`src/rtl/core/slx_pkg.sv`:
```
// shared types, character constants and classification helpers of the source lexer
package slx_pkg;

    localparam int LINE_BITS_DEF   = 16;
    localparam int COL_BITS_DEF    = 16;
    localparam int QUEUE_DEPTH_DEF = 2;
    localparam int POS_W           = 16;
    localparam int BYTE_W          = 8;
    localparam int TDATA_W         = 48;
    localparam int TUSER_W         = 5;

    localparam logic [POS_W-1:0] POS_MAX = '1;

    // tdata bit positions, lowest field first
    localparam int TD_VALUE_LO = 0;
    localparam int TD_LINE_LO  = TD_VALUE_LO + BYTE_W;
    localparam int TD_COL_LO   = TD_LINE_LO + POS_W;
    localparam int TD_ERR_LO   = TD_COL_LO + POS_W;
    localparam int TD_USED_W   = TD_ERR_LO + 3;

    localparam logic [7:0] CH_OPEN    = 8'h7B;
    localparam logic [7:0] CH_CLOSE   = 8'h7D;
    localparam logic [7:0] CH_POINT   = 8'h2E;
    localparam logic [7:0] CH_QUEST   = 8'h3F;
    localparam logic [7:0] CH_MINUS   = 8'h2D;
    localparam logic [7:0] CH_UNDER   = 8'h5F;
    localparam logic [7:0] CH_PLUS    = 8'h2B;
    localparam logic [7:0] CH_SLASH   = 8'h2F;
    localparam logic [7:0] CH_STAR    = 8'h2A;
    localparam logic [7:0] CH_NEWLINE = 8'h0A;
    localparam logic [7:0] CH_QUOTE   = 8'h22;
    localparam logic [7:0] CH_APOS    = 8'h27;
    localparam logic [7:0] CH_BSLASH  = 8'h5C;
    localparam logic [7:0] CH_SPACE   = 8'h20;

    typedef enum logic [2:0] {
        MODE_IDLE,
        MODE_IDENT,
        MODE_ESCID,
        MODE_STRING,
        MODE_STRESC,
        MODE_NUMBER,
        MODE_HALT
    } mode_t;

    typedef enum logic [1:0] {
        EV_CHAR,
        EV_END,
        EV_BRACE,
        EV_ERROR
    } event_t;

    typedef enum logic [2:0] {
        KIND_NUMBER,
        KIND_IDENT,
        KIND_STRING,
        KIND_ESCID,
        KIND_OPEN,
        KIND_CLOSE
    } kind_t;

    typedef enum logic [2:0] {
        ERR_NONE,
        ERR_UNEXPECTED,
        ERR_POINT,
        ERR_ESCAPE,
        ERR_UNTERMINATED
    } err_t;

    typedef struct packed {
        event_t            ev;
        kind_t             kind;
        logic [BYTE_W-1:0] value;
        logic [POS_W-1:0]  line;
        logic [POS_W-1:0]  col;
        err_t              err;
        logic              last;
    } res_t;

    // results caused by one source byte
    typedef struct packed {
        logic two;
        res_t first;
        res_t second;
    } grp_t;

    function automatic logic is_digit(input logic [7:0] c);
        return (c >= 8'h30) && (c <= 8'h39);
    endfunction

    function automatic logic is_space(input logic [7:0] c);
        return (c == CH_SPACE) || ((c >= 8'h09) && (c <= 8'h0D));
    endfunction

    function automatic logic is_idch(input logic [7:0] c);
        return ((c >= 8'h41) && (c <= 8'h5A)) || ((c >= 8'h61) && (c <= 8'h7A)) ||
               (c == CH_POINT) || (c == CH_QUEST) || (c == CH_MINUS) ||
               (c == CH_UNDER) || (c == CH_PLUS) || (c == CH_SLASH) || (c == CH_STAR);
    endfunction

    // bit 8 set when the escape is known
    function automatic logic [8:0] decode_escape(input logic [7:0] c);
        logic [8:0] d;
        case (c)
            8'h6E:     d = {1'b1, 8'h0A};
            8'h72:     d = {1'b1, 8'h0D};
            CH_QUOTE:  d = {1'b1, CH_QUOTE};
            8'h61:     d = {1'b1, 8'h07};
            8'h65:     d = {1'b1, 8'h1B};
            8'h66:     d = {1'b1, 8'h0C};
            8'h74:     d = {1'b1, 8'h09};
            8'h76:     d = {1'b1, 8'h0B};
            CH_BSLASH: d = {1'b1, CH_BSLASH};
            default:   d = '0;
        endcase
        return d;
    endfunction

    function automatic kind_t mode_kind(input mode_t m);
        kind_t k;
        case (m)
            MODE_IDENT:  k = KIND_IDENT;
            MODE_ESCID:  k = KIND_ESCID;
            MODE_NUMBER: k = KIND_NUMBER;
            default:     k = KIND_STRING;
        endcase
        return k;
    endfunction

endpackage

```
`src/rtl/core/slx_front.sv`:
```
// front end: position tracking, character classification and result grouping per byte
module slx_front
    import slx_pkg::*;
#(
    parameter int LINE_BITS = LINE_BITS_DEF,
    parameter int COL_BITS  = COL_BITS_DEF
) (
    input  logic              aclk,
    input  logic              aresetn,
    input  logic              in_accept,
    input  logic [BYTE_W-1:0] in_byte,
    input  logic              in_eoi,
    output logic              push,
    output grp_t              push_grp
);

    localparam int LW = (LINE_BITS > POS_W) ? LINE_BITS : POS_W;
    localparam int CW = (COL_BITS > POS_W) ? COL_BITS : POS_W;

    mode_t                mode_reg, mode_next;
    logic                 seen_reg, seen_next;
    logic [LINE_BITS-1:0] line_reg, line_next, line_step;
    logic [COL_BITS-1:0]  col_reg, col_next, col_step;
    logic [LINE_BITS-1:0] sline_reg, sline_next;
    logic [COL_BITS-1:0]  scol_reg, scol_next;

    res_t       a_r, b_r, c_r, idle_r;
    logic       a_v, b_v, c_v, idle_v, idle_num, take_idle;
    mode_t      idle_mode;
    logic [8:0] esc;
    logic [1:0] n_res;
    res_t       o0, o1;

    function automatic logic [POS_W-1:0] sat_line(input logic [LINE_BITS-1:0] v);
        logic [LW-1:0] e;
        e = LW'(v);
        return (e > LW'(POS_MAX)) ? POS_MAX : e[POS_W-1:0];
    endfunction

    function automatic logic [POS_W-1:0] sat_col(input logic [COL_BITS-1:0] v);
        logic [CW-1:0] e;
        e = CW'(v);
        return (e > CW'(POS_MAX)) ? POS_MAX : e[POS_W-1:0];
    endfunction

    // position after this byte
    always_comb begin
        if (in_byte == CH_NEWLINE) begin
            line_step = (line_reg == '1) ? line_reg : line_reg + LINE_BITS'(1);
            col_step  = '0;
        end else begin
            line_step = line_reg;
            col_step  = (col_reg == '1) ? col_reg : col_reg + COL_BITS'(1);
        end
    end

    // what the byte does when seen in idle mode
    always_comb begin
        idle_v    = 1'b0;
        idle_num  = 1'b0;
        idle_mode = MODE_IDLE;
        idle_r    = '0;
        idle_r.line = sat_line(line_step);
        idle_r.col  = sat_col(col_step);
        if (in_byte == CH_OPEN) begin
            idle_v      = 1'b1;
            idle_r.ev   = EV_BRACE;
            idle_r.kind = KIND_OPEN;
        end else if (in_byte == CH_CLOSE) begin
            idle_v      = 1'b1;
            idle_r.ev   = EV_BRACE;
            idle_r.kind = KIND_CLOSE;
        end else if (is_idch(in_byte)) begin
            idle_v       = 1'b1;
            idle_mode    = MODE_IDENT;
            idle_r.kind  = KIND_IDENT;
            idle_r.value = in_byte;
        end else if (in_byte == CH_QUOTE) begin
            idle_mode = MODE_STRING;
        end else if (in_byte == CH_APOS) begin
            idle_mode = MODE_ESCID;
        end else if (is_space(in_byte)) begin
            idle_mode = MODE_IDLE;
        end else if (is_digit(in_byte)) begin
            idle_v       = 1'b1;
            idle_num     = 1'b1;
            idle_mode    = MODE_NUMBER;
            idle_r.kind  = KIND_NUMBER;
            idle_r.value = in_byte;
        end else begin
            idle_v      = 1'b1;
            idle_mode   = MODE_HALT;
            idle_r.ev   = EV_ERROR;
            idle_r.kind = KIND_NUMBER;
            idle_r.err  = ERR_UNEXPECTED;
        end
    end

    always_comb begin
        mode_next  = mode_reg;
        seen_next  = seen_reg;
        line_next  = line_reg;
        col_next   = col_reg;
        sline_next = sline_reg;
        scol_next  = scol_reg;
        take_idle  = 1'b0;
        esc        = decode_escape(in_byte);
        a_v        = 1'b0;
        b_v        = 1'b0;
        c_v        = 1'b0;
        a_r        = '0;
        a_r.kind   = mode_kind(mode_reg);
        a_r.line   = sat_line(sline_reg);
        a_r.col    = sat_col(scol_reg);
        b_r        = idle_r;
        c_r        = '0;

        if (in_accept) begin
            if (mode_reg == MODE_HALT) begin
                if (in_eoi) begin
                    mode_next  = MODE_IDLE;
                    seen_next  = 1'b0;
                    line_next  = LINE_BITS'(1);
                    col_next   = '0;
                    sline_next = LINE_BITS'(1);
                    scol_next  = '0;
                end
            end else begin
                line_next = line_step;
                col_next  = col_step;
                case (mode_reg)
                    MODE_IDLE: begin
                        take_idle = 1'b1;
                    end
                    MODE_IDENT, MODE_ESCID: begin
                        a_v = 1'b1;
                        if (is_idch(in_byte)) begin
                            a_r.value = in_byte;
                        end else begin
                            a_r.ev    = EV_END;
                            take_idle = 1'b1;
                        end
                    end
                    MODE_NUMBER: begin
                        a_v = 1'b1;
                        if (in_byte == CH_POINT) begin
                            if (seen_reg) begin
                                a_r.ev    = EV_ERROR;
                                a_r.err   = ERR_POINT;
                                a_r.line  = sat_line(line_step);
                                a_r.col   = sat_col(col_step);
                                mode_next = MODE_HALT;
                            end else begin
                                seen_next = 1'b1;
                                a_r.value = in_byte;
                            end
                        end else if (is_digit(in_byte)) begin
                            a_r.value = in_byte;
                        end else begin
                            a_r.ev    = EV_END;
                            take_idle = 1'b1;
                        end
                    end
                    MODE_STRING: begin
                        if (in_byte == CH_BSLASH) begin
                            mode_next = MODE_STRESC;
                        end else if (in_byte == CH_QUOTE) begin
                            a_v       = 1'b1;
                            a_r.ev    = EV_END;
                            mode_next = MODE_IDLE;
                        end else begin
                            a_v       = 1'b1;
                            a_r.value = in_byte;
                        end
                    end
                    MODE_STRESC: begin
                        a_v = 1'b1;
                        if (esc[8]) begin
                            a_r.value = esc[7:0];
                            mode_next = MODE_STRING;
                        end else begin
                            a_r.ev    = EV_ERROR;
                            a_r.err   = ERR_ESCAPE;
                            a_r.line  = sat_line(line_step);
                            a_r.col   = sat_col(col_step);
                            mode_next = MODE_HALT;
                        end
                    end
                    default: begin
                        mode_next = mode_reg;
                    end
                endcase

                // terminating byte goes through idle handling again
                if (take_idle) begin
                    b_v        = idle_v;
                    mode_next  = idle_mode;
                    sline_next = line_step;
                    scol_next  = col_step;
                    if (idle_num) begin
                        seen_next = 1'b0;
                    end
                end

                // end of input closes whatever is open, then back to reset values
                if (in_eoi) begin
                    c_r.kind = mode_kind(mode_next);
                    c_r.line = sat_line(sline_next);
                    c_r.col  = sat_col(scol_next);
                    if ((mode_next == MODE_IDENT) || (mode_next == MODE_ESCID) ||
                        (mode_next == MODE_NUMBER)) begin
                        c_v    = 1'b1;
                        c_r.ev = EV_END;
                    end else if ((mode_next == MODE_STRING) ||
                                 (mode_next == MODE_STRESC)) begin
                        c_v     = 1'b1;
                        c_r.ev  = EV_ERROR;
                        c_r.err = ERR_UNTERMINATED;
                    end
                    mode_next  = MODE_IDLE;
                    seen_next  = 1'b0;
                    line_next  = LINE_BITS'(1);
                    col_next   = '0;
                    sline_next = LINE_BITS'(1);
                    scol_next  = '0;
                end
            end
        end
    end

    // pack into at most two results; a one-character token at the final byte folds into its end
    always_comb begin
        n_res = 2'(a_v) + 2'(b_v) + 2'(c_v);
        if (a_v && b_v && c_v) begin
            o0       = a_r;
            o1       = c_r;
            o1.value = b_r.value;
            n_res    = 2'd2;
        end else begin
            o0 = a_v ? a_r : (b_v ? b_r : c_r);
            o1 = (a_v && b_v) ? b_r : c_r;
        end
        o0.last         = (n_res == 2'd1);
        o1.last         = 1'b1;
        push            = (n_res != 2'd0);
        push_grp.two    = (n_res == 2'd2);
        push_grp.first  = o0;
        push_grp.second = o1;
    end

    always_ff @(posedge aclk) begin
        if (!aresetn) begin
            mode_reg  <= MODE_IDLE;
            seen_reg  <= 1'b0;
            line_reg  <= LINE_BITS'(1);
            col_reg   <= '0;
            sline_reg <= LINE_BITS'(1);
            scol_reg  <= '0;
        end else begin
            mode_reg  <= mode_next;
            seen_reg  <= seen_next;
            line_reg  <= line_next;
            col_reg   <= col_next;
            sline_reg <= sline_next;
            scol_reg  <= scol_next;
        end
    end

endmodule

```
`src/rtl/core/slx_queue.sv`:
```
// short queue of result groups between front and back end
module slx_queue
    import slx_pkg::*;
#(
    parameter int DEPTH = QUEUE_DEPTH_DEF
) (
    input  logic aclk,
    input  logic aresetn,
    input  logic push,
    input  grp_t push_grp,
    output logic full,
    input  logic pop,
    output logic empty,
    output grp_t head
);

    localparam int PW = (DEPTH > 1) ? $clog2(DEPTH) : 1;
    localparam int NW = $clog2(DEPTH + 1);

    grp_t          store [DEPTH];
    logic [PW-1:0] wr_reg, wr_next, rd_reg, rd_next;
    logic [NW-1:0] cnt_reg, cnt_next;
    logic          do_push, do_pop;

    assign full    = (cnt_reg == NW'(DEPTH));
    assign empty   = (cnt_reg == '0);
    assign do_push = push && !full;
    assign do_pop  = pop && !empty;
    assign head    = store[rd_reg];

    always_comb begin
        wr_next  = wr_reg;
        rd_next  = rd_reg;
        cnt_next = cnt_reg;
        if (do_push) begin
            wr_next = (wr_reg == PW'(DEPTH - 1)) ? '0 : wr_reg + PW'(1);
        end
        if (do_pop) begin
            rd_next = (rd_reg == PW'(DEPTH - 1)) ? '0 : rd_reg + PW'(1);
        end
        if (do_push && !do_pop) begin
            cnt_next = cnt_reg + NW'(1);
        end else if (do_pop && !do_push) begin
            cnt_next = cnt_reg - NW'(1);
        end
    end

    always_ff @(posedge aclk) begin
        if (!aresetn) begin
            wr_reg  <= '0;
            rd_reg  <= '0;
            cnt_reg <= '0;
        end else begin
            wr_reg  <= wr_next;
            rd_reg  <= rd_next;
            cnt_reg <= cnt_next;
        end
    end

    always_ff @(posedge aclk) begin
        if (do_push) begin
            store[wr_reg] <= push_grp;
        end
    end

endmodule

```
`src/rtl/core/slx_back.sv`:
```
// back end: sends the one or two results of a queued group as separate transfers
module slx_back
    import slx_pkg::*;
(
    input  logic               aclk,
    input  logic               aresetn,
    input  grp_t               head,
    input  logic               empty,
    output logic               pop,
    output logic               m_tvalid,
    input  logic               m_tready,
    output logic [TDATA_W-1:0] m_tdata,
    output logic [TUSER_W-1:0] m_tuser,
    output logic               m_tlast
);

    logic sel_reg, sel_next;
    logic xfer;
    res_t cur;

    assign cur      = sel_reg ? head.second : head.first;
    assign m_tvalid = !empty;
    assign xfer     = m_tvalid && m_tready;
    assign pop      = xfer && (sel_reg || !head.two);

    always_comb begin
        sel_next = sel_reg;
        if (xfer) begin
            sel_next = !pop;
        end
    end

    assign m_tdata = {(TDATA_W - TD_USED_W)'(0), cur.err, cur.col, cur.line, cur.value};
    assign m_tuser = {cur.kind, cur.ev};
    assign m_tlast = cur.last;

    always_ff @(posedge aclk) begin
        if (!aresetn) begin
            sel_reg <= 1'b0;
        end else begin
            sel_reg <= sel_next;
        end
    end

endmodule

```
`src/rtl/core/source_lexer_stream.sv`:
```
// top level of the streaming source lexer
//
// slave side takes one source byte per transfer on s_tdata; s_tlast marks the
// last byte of a text, after which any open token is closed and the line and
// column counters start over for the next text
// master side gives one lexer result per transfer: value characters, token
// ends, brace tokens and errors, with m_tlast on the final result of a byte
// a byte gives zero, one or two results; after an error the lexer drops bytes
// without results until one arrives with s_tlast
// a result group is written into the queue before it shows on the master side
// throughput: one byte per cycle while each byte gives at most one result and
// the queue has room; a byte with two results takes two master transfers, so the
// output port with one transfer per cycle sets the sustained rate
// a queue of QUEUE_DEPTH result groups parts front and back end, so bytes
// keep flowing while a result waits; s_tready drops only when it is full
// reset (aresetn low, synchronous) empties the queue and sets line 1 col 0
// a stalled master side holds the current result steady until taken
module source_lexer_stream
    import slx_pkg::*;
#(
    parameter int LINE_BITS   = LINE_BITS_DEF,   // line counter width, 8 to 32
    parameter int COL_BITS    = COL_BITS_DEF,    // column counter width, 8 to 32
    parameter int QUEUE_DEPTH = QUEUE_DEPTH_DEF  // result groups in flight, 2 or more
) (
    input  logic               aclk,
    input  logic               aresetn,
    input  logic               s_tvalid,
    output logic               s_tready,
    input  logic [BYTE_W-1:0]  s_tdata,   // source_byte
    input  logic               s_tlast,   // end_of_input
    output logic               m_tvalid,
    input  logic               m_tready,
    output logic [TDATA_W-1:0] m_tdata,   // value_byte, token_line, token_col, error_code, zero pad
    output logic [TUSER_W-1:0] m_tuser,   // event_res, kind
    output logic               m_tlast    // last result of the byte
);

    logic s_xfer;
    logic push, full, pop, empty;
    grp_t push_grp, head;

    // a byte is taken whenever the queue has room for its results
    assign s_tready = !full;
    assign s_xfer   = s_tvalid && s_tready;

    slx_front #(
        .LINE_BITS (LINE_BITS),
        .COL_BITS  (COL_BITS)
    ) u_front (
        .aclk      (aclk),
        .aresetn   (aresetn),
        .in_accept (s_xfer),
        .in_byte   (s_tdata),
        .in_eoi    (s_tlast),
        .push      (push),
        .push_grp  (push_grp)
    );

    slx_queue #(
        .DEPTH (QUEUE_DEPTH)
    ) u_queue (
        .aclk     (aclk),
        .aresetn  (aresetn),
        .push     (push),
        .push_grp (push_grp),
        .full     (full),
        .pop      (pop),
        .empty    (empty),
        .head     (head)
    );

    slx_back u_back (
        .aclk     (aclk),
        .aresetn  (aresetn),
        .head     (head),
        .empty    (empty),
        .pop      (pop),
        .m_tvalid (m_tvalid),
        .m_tready (m_tready),
        .m_tdata  (m_tdata),
        .m_tuser  (m_tuser),
        .m_tlast  (m_tlast)
    );

endmodule

```
`config.mk`:
```
export PLATFORM = sky130hd
export DESIGN_NAME = source_lexer_stream
export DESIGN_NICKNAME = d
export VERILOG_FILES = /design/src/rtl/core/slx_pkg.sv /design/src/rtl/core/slx_front.sv /design/src/rtl/core/slx_queue.sv /design/src/rtl/core/slx_back.sv /design/src/rtl/core/source_lexer_stream.sv
export SDC_FILE = /design/constraint.sdc
export NUM_CORES = 1
export LEC_CHECK = 0
export ABC_AREA = 1
export BUFFER_PORTS_ARGS = -buffer_cell sky130_fd_sc_hd__buf_4
export CAP_MARGIN = 0
export CELL_PAD_IN_SITES_DETAIL_PLACEMENT = 2
export CELL_PAD_IN_SITES_GLOBAL_PLACEMENT = 2
export CORE_AREA = 3 3 223 171
export DETAILED_ROUTE_END_ITERATION = 8
export DIE_AREA = 0 0 226 174
export PLACE_DENSITY = 0.87
export SLEW_MARGIN = 20
export SYNTH_ARGS = -nofsm -noshare
export SYNTH_HDL_FRONTEND = slang
export SYNTH_SLANG_ARGS = --single-unit
export TNS_END_PERCENT = 1
```
`constraint.sdc`:
```
create_clock -name aclk -period 10.1 [get_ports aclk]
set_clock_uncertainty 0.05 [all_clocks]
set_input_delay 2.525 -clock aclk [delete_from_list [all_inputs] [get_ports aclk]]
set_output_delay 2.525 -clock aclk [all_outputs]
set_load 0.02 [all_outputs]
```
==> results.rst <==
.. list-table::
   :header-rows: 1

   * - Metric
     - Value
   * - Final-report max-slew violation count
     - 0
   * - Setup violators final
     - 0
   * - Mapped cell area
     - 0.0136 mm2
   * - WHS Path Cells
     - 2
   * - Count of pins on the block boundary
     - a little under 70
   * - Detail-routed net length per standard cell
     - ~28 um
   * - Clock Tree Buf Depth
     - 3
   * - Die footprint
     - 0.0393 mm2
   * - Number of max-capacitance violations reported
     - 0
   * - Clock tree root driver cell
     - sky130_fd_sc_hd__clkbuf_16
   * - Top achievable clock speed
     - 141 MHz
   * - First drt pass iteration count
     - 5
   * - Via count
     - 13067
   * - Clock slew seen by the registers of the worst setup and hold paths
     - 0.06 ns
   * - Number of core rows
     - 60
   * - Number of vias per cell after detailed routing
     - just over 6
   * - Share of the synthesized area in the top cell type
     - 0.427
   * - H-tree depth
     - 1
   * - Setup repair after global routing missed its margin
     - false
   * - Arrival @ worst endpoint
     - slightly above 7 ns
   * - Antenna violations before repair
     - 2
   * - Async set-reset flop share out of synthesis
     - 0
   * - Initial Utilization
     - 0.381
   * - Layout fillers
     - 3824
   * - Average cell area after synthesis
     - 8.31 um2
   * - Remaining max-slew budget at the tightest pin
     - 0.311
   * - Clock tree sinks
     - 268
   * - Die X-Extent
     - around 230 um
   * - Type of element capturing the critical path
     - flop
   * - Core Area
     - about 0.036 mm2
   * - Die height
     - 174 um
   * - Ys flop type
     - sky130_fd_sc_hd__edfxtp_1
   * - Routability cong.
     - about 0.87
   * - Number of flip-flops under the largest register name
     - 194
   * - Register with the most flip-flops
     - u_queue.store
   * - Fraction of final layout cells with drive strength greater than 1
     - 0.0905
   * - Fin crit share
     - 0.702
   * - Result of the run
     - complete, no violations
   * - GRT Overall Usage
     - 0.304
   * - Post-layout minimum cycle time
     - 7.09 ns
   * - Post-synthesis register bit count
     - between 200 and 300
   * - Worst-case reg-to-reg path depth
     - 17
   * - Final Routed Wirelength
     - 61100 um
   * - Clock latency on the worst-skew pair
     - about 0.6 ns
   * - CTS hold repair buffers
     - 0
   * - Antenna cells
     - 0
   * - Least-Margin Pin Slew
     - 1.03 ns
   * - Leakage
     - 5.59 nW
   * - Placement-stage worst setup slack
     - roughly 2.4 ns
   * - Total non-filler cell area in the finished layout
     - 0.0153 mm2
   * - Most common cell after layout, fill and taps aside
     - sky130_fd_sc_hd__nand2_1
   * - Number of buffers inserted to repair setup after CTS
     - 0
   * - Synthesis Warnings
     - 0
   * - Highest net fanout along the worst path
     - 76
   * - Final worst slack
     - 3.01 ns
   * - Aggregate negative setup slack
     - 0 ns
   * - Count of unique library cells instantiated by Yosys
     - 52
   * - Total congestion overflow
     - 0
   * - Wire length of the first global-routing pass
     - between 90000 and 100000 um
   * - TritonCTS Buffers
     - 29
   * - Data required time of the worst path
     - approximately 10 ns
   * - Commonest non-fill, non-tap cells in the layout
     - sky130_fd_sc_hd__nand2_1, sky130_fd_sc_hd__o21ai_0, sky130_fd_sc_hd__edfxtp_1
   * - Reg-to-reg critical path startpoint
     - u_queue.cnt_reg[1]$_SDFFE_PN0P_
   * - Tightest Hold Check Type
     - flop to flop
   * - Power density cells
     - 290 mW/mm2
   * - Worst Hold End
     - u_front.line_reg[14]$_SDFFE_PN0P_
   * - Fin. Hold Viols
     - 0
   * - Count of mapped cells out of synthesis
     - 1640
   * - Detailed-placement wirelength estimate
     - 37800 um
   * - Yosys top cell by area
     - sky130_fd_sc_hd__edfxtp_1
   * - Kind of start point of the critical path
     - input port
   * - Vias in the first global route
     - 13725
   * - Hold Crit Start
     - u_front.line_reg[14]$_SDFFE_PN0P_
   * - Worst-case vdd ir drop
     - 0.162 mV
   * - Register-to-register setup slack
     - about 4.6 ns
   * - Syn-to-layout area delta
     - 12.1%
   * - Cell types with the largest area share after synthesis
     - sky130_fd_sc_hd__edfxtp_1, sky130_fd_sc_hd__dfxtp_1, sky130_fd_sc_hd__nand2_1, sky130_fd_sc_hd__o21ai_0, sky130_fd_sc_hd__nor2_1
   * - Number of flops mapped to enable cells by yosys
     - approximately 190
   * - Number of nets with antenna violations after routing
     - 0
   * - Cells after DPL
     - 2091
   * - Quantity of I/O buffers inserted on ports
     - 63
   * - Pin count of the biggest net entering global routing
     - between 90 and 100
   * - Final Non-Filler Cells
     - roughly 2100
   * - Nets@finish
     - 1674
   * - Capturing point of the worst reg2reg path
     - u_queue.store[0][21]$_DFFE_PP_
   * - Starting DRT DRC Count
     - 1834
   * - Total cell area at the placement stage
     - ~0.014 mm2
   * - Sequential cell area fraction in the yosys report
     - 0.536
   * - Resized Gates After CTS
     - 0
   * - Count of unresolved DRC violations after routing
     - 0
   * - TritonCTS clock tree
     - built
   * - Worst setup path category
     - input port to flop
stage by stage:
step | hold WS [ns] | util | total power [W]
2_1_floorplan | 0.375 | - | 0.00260
3_3_place_gp | 0.375 | 0.402 | 0.00311
3_5_place_dp | 0.412 | 0.402 | 0.00327
4_1_cts | 0.426 | 0.426 | 0.00441
5_1_grt | 0.450 | 0.427 | 0.00457
6_report | 0.424 | 0.427 | 0.00443
per-layer routing:
layer,up-vias,routed length (um),global-route usage
met4,2,1450,0.0754
met3,112,5600,0.0670
met1,6621,26300,0.426
li1,5637,-,-
met2,695,27700,0.478
met5,-,13,0
how the worst max path moves through the flow:
| stage | startpoint | endpoint | cells past startpoint |
|---|---|---|---|
| 6_report | s_tdata[4] | u_queue.store[0][21]$_DFFE_PP_ | 20 |
| 5_1_grt | s_tdata[4] | u_queue.store[0][13]$_DFFE_PP_ | 20 |
| 3_3_place_gp | s_tdata[7] | u_queue.store[0][80]$_DFFE_PP_ | 20 |
| 4_1_cts | s_tdata[4] | u_queue.store[0][21]$_DFFE_PP_ | 20 |
| 3_5_place_dp | s_tdata[4] | u_queue.store[0][80]$_DFFE_PP_ | 20 |
| 2_1_floorplan | s_tdata[5] | u_queue.store[0][0]$_DFFE_PP_ | 18 |
synth_stat cells, types with 3 or more instances:
master / number
sky130_fd_sc_hd__o21ai_0: 215
sky130_fd_sc_hd__nor2_2: 6
sky130_fd_sc_hd__o211ai_1: 5
sky130_fd_sc_hd__xor2_1: 12
sky130_fd_sc_hd__buf_1: 4
sky130_fd_sc_hd__o21ai_1: 16
sky130_fd_sc_hd__o2111ai_1: 3
sky130_fd_sc_hd__nand2_1: 371
sky130_fd_sc_hd__or2_2: 3
sky130_fd_sc_hd__dfxtp_1: 74
sky130_fd_sc_hd__a21oi_1: 138
sky130_fd_sc_hd__inv_1: 132
sky130_fd_sc_hd__a221oi_1: 14
sky130_fd_sc_hd__buf_6: 3
sky130_fd_sc_hd__nor3_1: 14
sky130_fd_sc_hd__o22ai_1: 52
sky130_fd_sc_hd__ha_1: 3
sky130_fd_sc_hd__edfxtp_1: 194
sky130_fd_sc_hd__buf_4: 7
sky130_fd_sc_hd__nor2_1: 186
sky130_fd_sc_hd__nand3_1: 46
sky130_fd_sc_hd__nand2_2: 4
sky130_fd_sc_hd__buf_2: 18
sky130_fd_sc_hd__clkbuf_1: 62
sky130_fd_sc_hd__inv_2: 12
sky130_fd_sc_hd__nand4_1: 13
worst max-delay path, stage by stage:
cell,delay [ns]
sky130_fd_sc_hd__buf_4,0.14
sky130_fd_sc_hd__inv_2,0.09
sky130_fd_sc_hd__nand2_1,0.10
sky130_fd_sc_hd__nor2_1,0.29
sky130_fd_sc_hd__o21ai_0,0.14
sky130_fd_sc_hd__nand3_1,0.14
sky130_fd_sc_hd__nand2_1,0.15
sky130_fd_sc_hd__nand3_4,0.13
sky130_fd_sc_hd__nand3_4,0.29
sky130_fd_sc_hd__nand2_1,0.18
sky130_fd_sc_hd__nand2_1,0.11
sky130_fd_sc_hd__a21oi_1,0.39
sky130_fd_sc_hd__nand2_1,0.26
sky130_fd_sc_hd__fa_1,0.51
sky130_fd_sc_hd__inv_1,0.09
sky130_fd_sc_hd__nand2_2,0.09
sky130_fd_sc_hd__nand2_2,0.11
sky130_fd_sc_hd__nand2_1,0.13
sky130_fd_sc_hd__nor2_4,0.59
sky130_fd_sc_hd__buf_6,0.68
kinds of logic (layout without fill, tap and decap cells):
group                      after synthesis  after routing  share of synthesized area
other                                    1              7                   0.000275
and+or+nand+nor                        653            653                      0.195
DFF                                    268            268                      0.536
buffers and inverters                  240            274                     0.0715
xor gates and xnor gates                14             14                    0.00899
adders and majority gates                4              4                    0.00422
AOI/OAI and AO/OA                      460            460                      0.184
final cells by class:
type	instances	area, um2	area share
clock inverter	19	121	0.00794
timing repair buffer	76	574	0.0376
tap	465	582	0.0381
multi-input combinational	1138	5400	0.354
sequential	268	7310	0.478
clock buffer	35	748	0.0490
inverter	144	543	0.0355
power breakdown:
group	switching, W	internal [W]	leakage (nW)
sequential	0.000154	0.00164	2.40
combinational	0.00119	0.000406	2.77
clock	0.000494	0.000553	0.422
total	0.00183	0.00259	5.59
Note: power is estimated with default switching activity, not from simulation.
